<file path="config.mk">
export PLATFORM = sky130hd
export DESIGN_NAME = smaf_accum
export DESIGN_NICKNAME = d
export VERILOG_FILES = /design/src/hdl/smaf_pkg.sv /design/src/hdl/smaf_ring.sv /design/src/hdl/smaf_accum.sv
export SDC_FILE = /design/constraint.sdc
export NUM_CORES = 1
export LEC_CHECK = 0
export ABC_AREA = 1
export BUFFER_PORTS_ARGS = -buffer_cell sky130_fd_sc_hd__buf_4
export CORE_AREA = 5 5 256 258
export CTS_BUF_LIST = sky130_fd_sc_hd__clkbuf_8
export DETAILED_ROUTE_END_ITERATION = 7
export DIE_AREA = 0 0 261 263
export PLACE_DENSITY = 0.65
export SETUP_SLACK_MARGIN = 0.1
export SYNTH_ARGS = -nofsm -noshare
export SYNTH_HDL_FRONTEND = slang
export SYNTH_SLANG_ARGS = --single-unit
</file>
<file path="constraint.sdc">
create_clock -name clock -period 6 [get_ports clock]
set_input_delay 1.2 -clock clock [delete_from_list [all_inputs] [get_ports clock]]
set_output_delay 1.2 -clock clock [all_outputs]
set_load 0.1 [all_outputs]
</file>
<file path="src/hdl/smaf_pkg.sv">
// Package for the speed moving-average filter: field widths, default sizes,
// command codes and the control struct between the top level and the accumulator.
// No dependencies.
package smaf_pkg;

   localparam int SPEED_W             = 32;
   localparam int WREQ_W              = 3;
   localparam int RING_DEPTH_DEF      = 16;
   localparam int MAX_WINDOW_BITS_DEF = 4;

   typedef enum logic [0:0] {
      CMD_SAMPLE = 1'b0,
      CMD_WINDOW = 1'b1
   } cmd_type;

   // One executed beat, as seen by the accumulator.
   typedef struct packed {
      logic              sample_en;
      logic              window_en;
      logic [WREQ_W-1:0] window_request;
      logic [WREQ_W-1:0] default_bits;
   } accum_ctrl_type;

endpackage

</file>
<file path="src/hdl/smaf_ring.sv">
// Sample ring: one write port, one read port with registered read data.
// Depends on smaf_pkg.
module smaf_ring import smaf_pkg::*; #(
   parameter int DEPTH = RING_DEPTH_DEF
) (
   input  logic                             clock,
   input  logic                             wr_en,
   input  logic [$clog2(DEPTH)-1:0]         wr_addr,
   input  logic signed [SPEED_W-1:0]        wr_data,
   input  logic [$clog2(DEPTH)-1:0]         rd_addr,
   output logic signed [SPEED_W-1:0]        rd_data
);

   logic signed [SPEED_W-1:0] mem_ff [DEPTH];
   logic signed [SPEED_W-1:0] rd_data_ff;

   always_ff @(posedge clock) begin
      if (wr_en) begin
         mem_ff[wr_addr] <= wr_data;
      end
   end

   always_ff @(posedge clock) begin
      rd_data_ff <= mem_ff[rd_addr];
   end

   assign rd_data = rd_data_ff;

endmodule

</file>
<file path="src/hdl/smaf_accum.sv">
// Window state, running sum and result for the moving-average filter.
// Depends on smaf_pkg and smaf_ring.
module smaf_accum import smaf_pkg::*; #(
   parameter int RING_DEPTH      = RING_DEPTH_DEF,
   parameter int MAX_WINDOW_BITS = MAX_WINDOW_BITS_DEF
) (
   input  logic                      clock,
   input  logic                      reset,
   input  accum_ctrl_type            ctrl,
   input  logic signed [SPEED_W-1:0] speed,
   output logic signed [SPEED_W-1:0] filtered_speed
);

   localparam int KW     = $clog2(MAX_WINDOW_BITS + 1);
   localparam int IDX_W  = $clog2(RING_DEPTH + 1);
   localparam int ADDR_W = $clog2(RING_DEPTH);
   localparam int SUM_W  = SPEED_W + MAX_WINDOW_BITS;
   localparam int CW     = (IDX_W > MAX_WINDOW_BITS + 1) ? IDX_W : MAX_WINDOW_BITS + 1;

   logic [KW-1:0]           k_ff, k_in, new_k;
   logic [IDX_W-1:0]        idx_ff, idx_in, idx_inc;
   logic                    filled_ff, filled_in;
   logic signed [SUM_W-1:0] sum_ff, sum_in, sum_upd, old_sample, shifted;
   logic [ADDR_W-1:0]       cur_addr, pre_addr;
   logic                    window_hit;
   logic                    ring_wr;
   logic signed [SPEED_W-1:0] ring_rd;

   function automatic logic [ADDR_W-1:0] ring_addr(input logic [IDX_W-1:0] idx);
      logic [ADDR_W-1:0] a;
      if (idx >= IDX_W'(RING_DEPTH)) begin
         a = '0;
      end else begin
         a = idx[ADDR_W-1:0];
      end
      return a;
   endfunction

   // requested exponent, falling back on the default register, saturated
   always_comb begin
      if (32'(ctrl.window_request) <= 32'(MAX_WINDOW_BITS)) begin
         new_k = KW'(ctrl.window_request);
      end else if (32'(ctrl.default_bits) <= 32'(MAX_WINDOW_BITS)) begin
         new_k = KW'(ctrl.default_bits);
      end else begin
         new_k = KW'(MAX_WINDOW_BITS);
      end
   end

   assign cur_addr   = ring_addr(idx_ff);
   assign idx_inc    = IDX_W'(cur_addr) + IDX_W'(1);
   assign window_hit = CW'(idx_inc) >= (CW'(1) << k_ff);
   assign old_sample = filled_ff ? SUM_W'(ring_rd) : '0;
   assign sum_upd    = sum_ff - old_sample + SUM_W'(speed);
   assign ring_wr    = ctrl.sample_en && (k_ff != '0);

   always_comb begin
      k_in      = k_ff;
      idx_in    = idx_ff;
      filled_in = filled_ff;
      sum_in    = sum_ff;
      if (ctrl.window_en && (new_k != k_ff)) begin
         k_in      = new_k;
         idx_in    = '0;
         filled_in = 1'b0;
         sum_in    = '0;
      end else if (ring_wr) begin
         idx_in    = window_hit ? '0 : idx_inc;
         filled_in = filled_ff | window_hit;
         sum_in    = sum_upd;
      end
   end

   // prefetch the entry the next sample will overwrite
   assign pre_addr = ring_addr(idx_in);

   always_ff @(posedge clock) begin
      if (reset) begin
         k_ff      <= '0;
         idx_ff    <= '0;
         filled_ff <= 1'b0;
         sum_ff    <= '0;
      end else begin
         k_ff      <= k_in;
         idx_ff    <= idx_in;
         filled_ff <= filled_in;
         sum_ff    <= sum_in;
      end
   end

   smaf_ring #(
      .DEPTH (RING_DEPTH)
   ) u_ring (
      .clock   (clock),
      .wr_en   (ring_wr),
      .wr_addr (cur_addr),
      .wr_data (speed),
      .rd_addr (pre_addr),
      .rd_data (ring_rd)
   );

   assign shifted        = sum_upd >>> k_ff;
   assign filtered_speed = (k_ff == '0) ? speed : shifted[SPEED_W-1:0];

`ifndef SYNTHESIS
   a_passthru_clear: assert property (@(posedge clock) disable iff (reset)
      (k_ff == '0) |-> (!filled_ff && (sum_ff == '0)))
      else $error("pass-through window carries fill state");
   a_idx_in_window: assert property (@(posedge clock) disable iff (reset)
      (k_ff != '0) |-> (CW'(idx_ff) < (CW'(1) << k_ff)))
      else $error("ring index beyond window");
   a_fill_at_wrap: assert property (@(posedge clock) disable iff (reset)
      $rose(filled_ff) |-> (idx_ff == '0))
      else $error("fill flag set without index wrap");
`endif

endmodule

</file>
== After elaboration in Yosys (flattened, before gate mapping) ==
Memories as Yosys holds them, arrays and structs flattened. A register that Yosys moved wholly into a read port is not among the register bits.
Index checks and enable logic that the tools add are counted.
Word-level totals
  flip-flop bits (word level): 45
  RAM bits: 512
  input bits: 42
  output and inout bits: 32
  logic and storage cells: 33
  memories kept: 1
Memories
  u_ring.mem_ff: depth 16, width 32, rd ports 1, clocked after Yosys merged registers in 1, wr ports 1, line smaf_ring.sv:14  | logic signed [SPEED_W-1:0] mem_ff [DEPTH];
Operators by class
  add/sub/neg operators: 3
  $lt $le $gt $ge: 5
  equal/unequal tests: 1
  shift-type cells: 2
  mux-type cells: 11
  bitwise operators: 1
  reduce and logical (&&, ||, !) cells: 5
Operators with widths (count)
  adder 36 x 32 -> 36 bit: 1
  two-way mux 36 bit: 1
  >>> shifter 36 x 3 -> 32 bit: 1
  subtractor 36 bit: 1
  two-way mux 32 bit: 1
  two-way mux 5 bit: 3
  greater-or-equal comparator 5 bit (second input constant): 2
  two-way mux 4 bit: 2
  <= comparator 3 bit (second input constant): 2
  two-way mux 3 bit: 2
  adder 4 x 1 -> 5 bit (second input constant): 1
  greater-or-equal comparator 5 bit: 1
  left shift 1 x 3 -> 5 bit (first input constant): 1
  zero test 3 bit: 1
  inequality test 3 bit: 1
  nonzero test 3 bit: 1
  logical AND 1 bit: 2
  two-way mux 1 bit: 2
  OR reduction 2 bit: 1
  bitwise OR 1 bit: 1

== Logic depth before layout (Yosys ltp) ==
  depth after elaboration: 9
  gate-level depth with buffers: 25
  depth with buffers taken out: 23

== Hierarchy ==
From an unflattened synthesis, not the netlist that was laid out.
Unflattened totals
  cell total of the unflattened synthesis: 3435
  area, all modules: 30219.0 um^2
By module, submodules not included
  smaf_ring: instances 1, cells an instance 2120, area each 22730.6 um^2, seq. area each 16015.4 um^2
  smaf_accum: instances 1, cells an instance 1315, area each 7488.4 um^2, seq. area each 900.9 um^2

== Least setup slack after synthesis ==
Ideal clock, no wire load.
  path kind: input -> output
  start: input port speed[8]
  end: output port filtered_speed[2]
  arrival time: 4622 ps
  required time: 4800 ps
  setup slack: 178 ps
  stages: 12
  path buffers: 0
  cell sequence: inv_1 > fa_1 > inv_1 > ha_1 > nand2_1 > inv_1 > a21oi_1 > nand3_1 > xnor2_1 > o21ai_0 > o21ai_0 > o221ai_1
Between the ends
  word-level cells in the longest chain between the ends: 3
RTL lines
  start: declaration: line smaf_accum.sv:10  | input logic signed [SPEED_W-1:0] speed,
  adder 36 x 32 -> 36 bit: line smaf_accum.sv:54  | assign sum_upd = sum_ff - old_sample + SUM_W'(speed);
  >>> shifter 36 x 3 -> 32 bit: line smaf_accum.sv:102  | assign shifted = sum_upd >>> k_ff;
  two-way mux 32 bit: line smaf_accum.sv:103  | assign filtered_speed = (k_ff == '0) ? speed : shifted[SPEED_W-1:0];
  end: declaration: line smaf_accum.sv:11  | output logic signed [SPEED_W-1:0] filtered_speed
No other way between the ends.

== Worst setup path in the final report ==
  start: input port speed[7]
  end: output port filtered_speed[21]
The elaborated chain is that of the path after synthesis.

==> results.yml <==
drt:
  wire_per_inst_um: 20.27
  drt_pass1_iterations: 5
  drcViolationCount: 0
  ant_nets: 0
  wirelength_um: 91490
  vias: 24531
  drt_iter0_markers: 2458
  avgViaCountPerCell: 5.436
status:
  status: "complete, no violations"
synth:
  ys_ff_latch: 589
  synth_compound_area_frac: 0.02789
  synthCells: 3527
  yosys.area_share.simple: 0.2510
  synth_area_per_cell_um2: 8.802
  synth_fa_ha_area_frac: 0.04111
  synth_top_area_share: 0.4952
  synth_top_family_by_area: "simple AND/OR/NAND/NOR gates"
  synth_ff_type: "edfxtp_1"
  synth_area_leaders: "edfxtp_1, nand3_1, inv_1"
  ys_types: 40
  synthMuxAreaShare: 0.0003224
  synth_xor_area_frac: 0.006207
  netlist_area_um2: 31040
  ys_warn_count: 0
  yosysTopAreaCell: "edfxtp_1"
  syn_nets: 3650
  synthArstFlopShare: 0
  synth.yosys.seq_area_share: 0.5449
  synth_edf_count: 512
timing:
  setup_violations: 0
  finalMaxSlewViolations: 0
  post-route-period-util: 0.9407
  tightest_slew_ns: 1.015
  fin_crit_ns: 5.644
  rsz0062_at_grt: "no"
  fin_tns_setup_ns: 0
  hold_violations: 0
  skew_ns: 0.04211
  relSlewSlack: 0.3234
  fmax_ghz: 0.1772
placement:
  dpl_cell_area_um2: 32550
  place_congestion: 0.9708
  placed_cells: 4321
  io_buffer_count: 73
  dp_hpwl_um: 55320
cts:
  cts_hold_buf: 0
  cts_max_path_buffers: 3
  post_cts_buffers: 0
  h-tree-depth: 3
  path_clk_slew_ns: 0.07
  cts-root-buf: "clkbuf_8"
  clkSinkCount: 589
  cts_made_buffers: 100
  cts_tree: "built"
  insertion_delay_ns: 0.71
critical_path:
  timing.rr.start: "idx_ff[4]$_SDFF_PP0_"
  path_class: "in -> out"
  crit_slowest_cell: "fa_1"
  cp.arrival_ns: 4.44
  cp.required_ns: 4.80
  slowest_delay_ns: 0.57
  r2r_setup_slack_ns: 1.77
  crit_top_cell: "nand3_1"
  path_max_fanout: 4
  critPathLaunchType: "primary input"
  r2r_end: "u_ring.rd_data[14]$_DFF_P_"
  path_cells: "buf_4 > inv_1 > fa_1 > inv_1 > ha_1 > nand2_1 > nor2_1 > nand3_1 > nand3_1 > nand2_1 > nand2_1 > nand3_1 > nand3_1 > nand3_1 > nand3_1 > nand3_1 > nand3_1 > buf_4"
  rr_worst_depth: 21
  end_kind: "output port"
cells_and_area:
  drive_above_1_share: 0.08681
  nFillCells: 5786
  final_area_um2: 34500
  nets: 3700
  final_cell_count_no_fill: 4513
  multi_input_area_um2: 10330
  syn2layout_area_growth_pct: 11.13
  register_area_um2: 16920
pwr:
  worst_ir_drop_vdd_mv: 0.2053
  power_density_nw_per_um2: 323.5
  finalPower_mw: 11.16
  power_leakage_nw: 15.82
die:
  initial_core_util: 0.4949
  die_height_um: 263
  io_pins: 74
  num_rows: 92
  die-area_um2: 68640
  core_area_um2: 62740
  die_x_um: 261
global_routing:
  grt_start_max_net_pins: 194
  grt_pass1_vias: 23073
  antenna_found_initial: 6
  grt_pass1_wl_um: 137500
  grt_remaining_overflow: 0
  track_usage: 0.2609
hold_path:
  hold_end: "sum_ff[2]$_SDFFE_PP0P_"
  whs_path_depth: 2
  hold_start: "sum_ff[2]$_SDFFE_PP0P_"
  hold_path.class: "reg -> reg"
job:
  maxCapViolations: 0
==> final cells by class <==
class,count,share of cell area
Sequential cell,589,0.4904
Multi-Input combinational cell,1924,0.2995
Inverter,811,0.08824
Clock buffer,109,0.04348
Timing Repair Buffer,151,0.03572
Tap cell,846,0.03068
Clock inverter,79,0.01175
Antenna cell,4,0.0002901
==> layer usage <==
layer	global-route usage	part of all wire	routed length (µm)
met5	0	0	0
met4	0.09446	0.030	2730
met3	0.05491	0.096	8754
met2	0.3970	0.45	41300
met1	0.3723	0.42	38700
==> worst max path at each step <==
stage	startpoint	endpoint	slack (ns)	depth (start not counted)
global route	speed[7]	filtered_speed[16]	0.1	17
floorplan	speed[8]	filtered_speed[2]	0.18	12
CTS	filled_ff$_SDFFE_PP0P_	filtered_speed[8]	0.18	18
global placement	speed[7]	filtered_speed[6]	0.29	17
finish	speed[7]	filtered_speed[21]	0.36	18
detailed placement	speed[6]	filtered_speed[8]	0.30	19
==> registers in the layout (all words and copies together) (netlist names) <==
register	count
u_ring.mem_ff	512
idx_ff	5
filled_ff	1
u_ring.rd_data	32
k_ff	3
sum_ff	36
==> kinds of logic (layout without fill, tap and decap cells) <==
kind of cell / Yosys count / count (layout)
fa+ha+maj: 81 / 81
compound gates: 146 / 146
other cells: 0 / 4
buf+inv: 1014 / 1150
flops: 589 / 589
xor+xnor: 22 / 22
simple gates: 1674 / 1674
mux: 1 / 1
==> metrics by stage <==
stage | hold WS [ns] | utilization | worst slack [ns]
2_1_floorplan | 0.4409 | - | 0.1782
3_5_place_dp | 0.4573 | 0.5188 | 0.2964
4_1_cts | 0.4665 | 0.5491 | 0.1754
6_report | 0.4650 | 0.5499 | 0.3559
5_1_grt | 0.4912 | 0.5499 | 0.09612
3_3_place_gp | 0.4507 | 0.5188 | 0.2926
==> synth_stat cells (8+ instances only) <==
| master | n |
|---|---|
| inv_1 | 806 |
| nand2_1 | 659 |
| nand3_1 | 618 |
| edfxtp_1 | 512 |
| nand4_1 | 260 |
| buf_2 | 127 |
| nor2_1 | 105 |
| dfxtp_1 | 77 |
| a21oi_1 | 58 |
| clkbuf_1 | 50 |
| ha_1 | 46 |
| o21ai_0 | 37 |
| fa_1 | 35 |
| buf_1 | 20 |
| o211ai_1 | 17 |
| a211oi_1 | 14 |
| xor2_1 | 14 |
| nor3_1 | 11 |
| xnor2_1 | 8 |
==> what timing repair did <==
action | in CTS | in global routing
resized for setup | 0 | 8
hold endpoints to repair | 0 | 0
endpoints found under the setup margin | 0 | 22
==> placed cells by master (no fill, tap or decap), types with 4 or more instances in the layout <==
cell type / synthesis / final
a211oi_1: 14 / 14
a21oi_1: 58 / 57
and2_1: 5 / 5
buf_12: 0 / 7
buf_4: 5 / 141
clkbuf_8: 0 / 109
clkinv_1: 0 / 19
clkinv_2: 0 / 4
dfxtp_1: 77 / 76
diode_2: 0 / 4
edfxtp_1: 512 / 512
fa_1: 35 / 35
ha_1: 46 / 46
inv_1: 806 / 851
inv_2: 5 / 5
nand2_1: 659 / 659
nand3_1: 618 / 617
nand4_1: 260 / 260
nor2_1: 105 / 90
nor2_4: 2 / 17
nor3_1: 11 / 8
o211ai_1: 17 / 17
o21a_1: 4 / 4
o21ai_0: 37 / 37
o21bai_1: 5 / 5
o221ai_1: 4 / 4
or2_2: 5 / 5
xnor2_1: 8 / 8
xor2_1: 14 / 11
==> where the power goes <==
part	internal (mW)	switching (mW)	total (mW)
clock	1.77	1.67	3.43
sequential	4.55	0.0447	4.59
combinational	0.830	2.31	3.14
total	7.14	4.02	11.2
==> worst max-delay path, delay by kind of cell <==
family | cells | cell delay [ns]
buf+inv | 4 | 0.62
simple gates | 12 | 1.68
fa+ha+maj | 2 | 0.92
No activity file was read; power rests on OpenSTA's default activity.
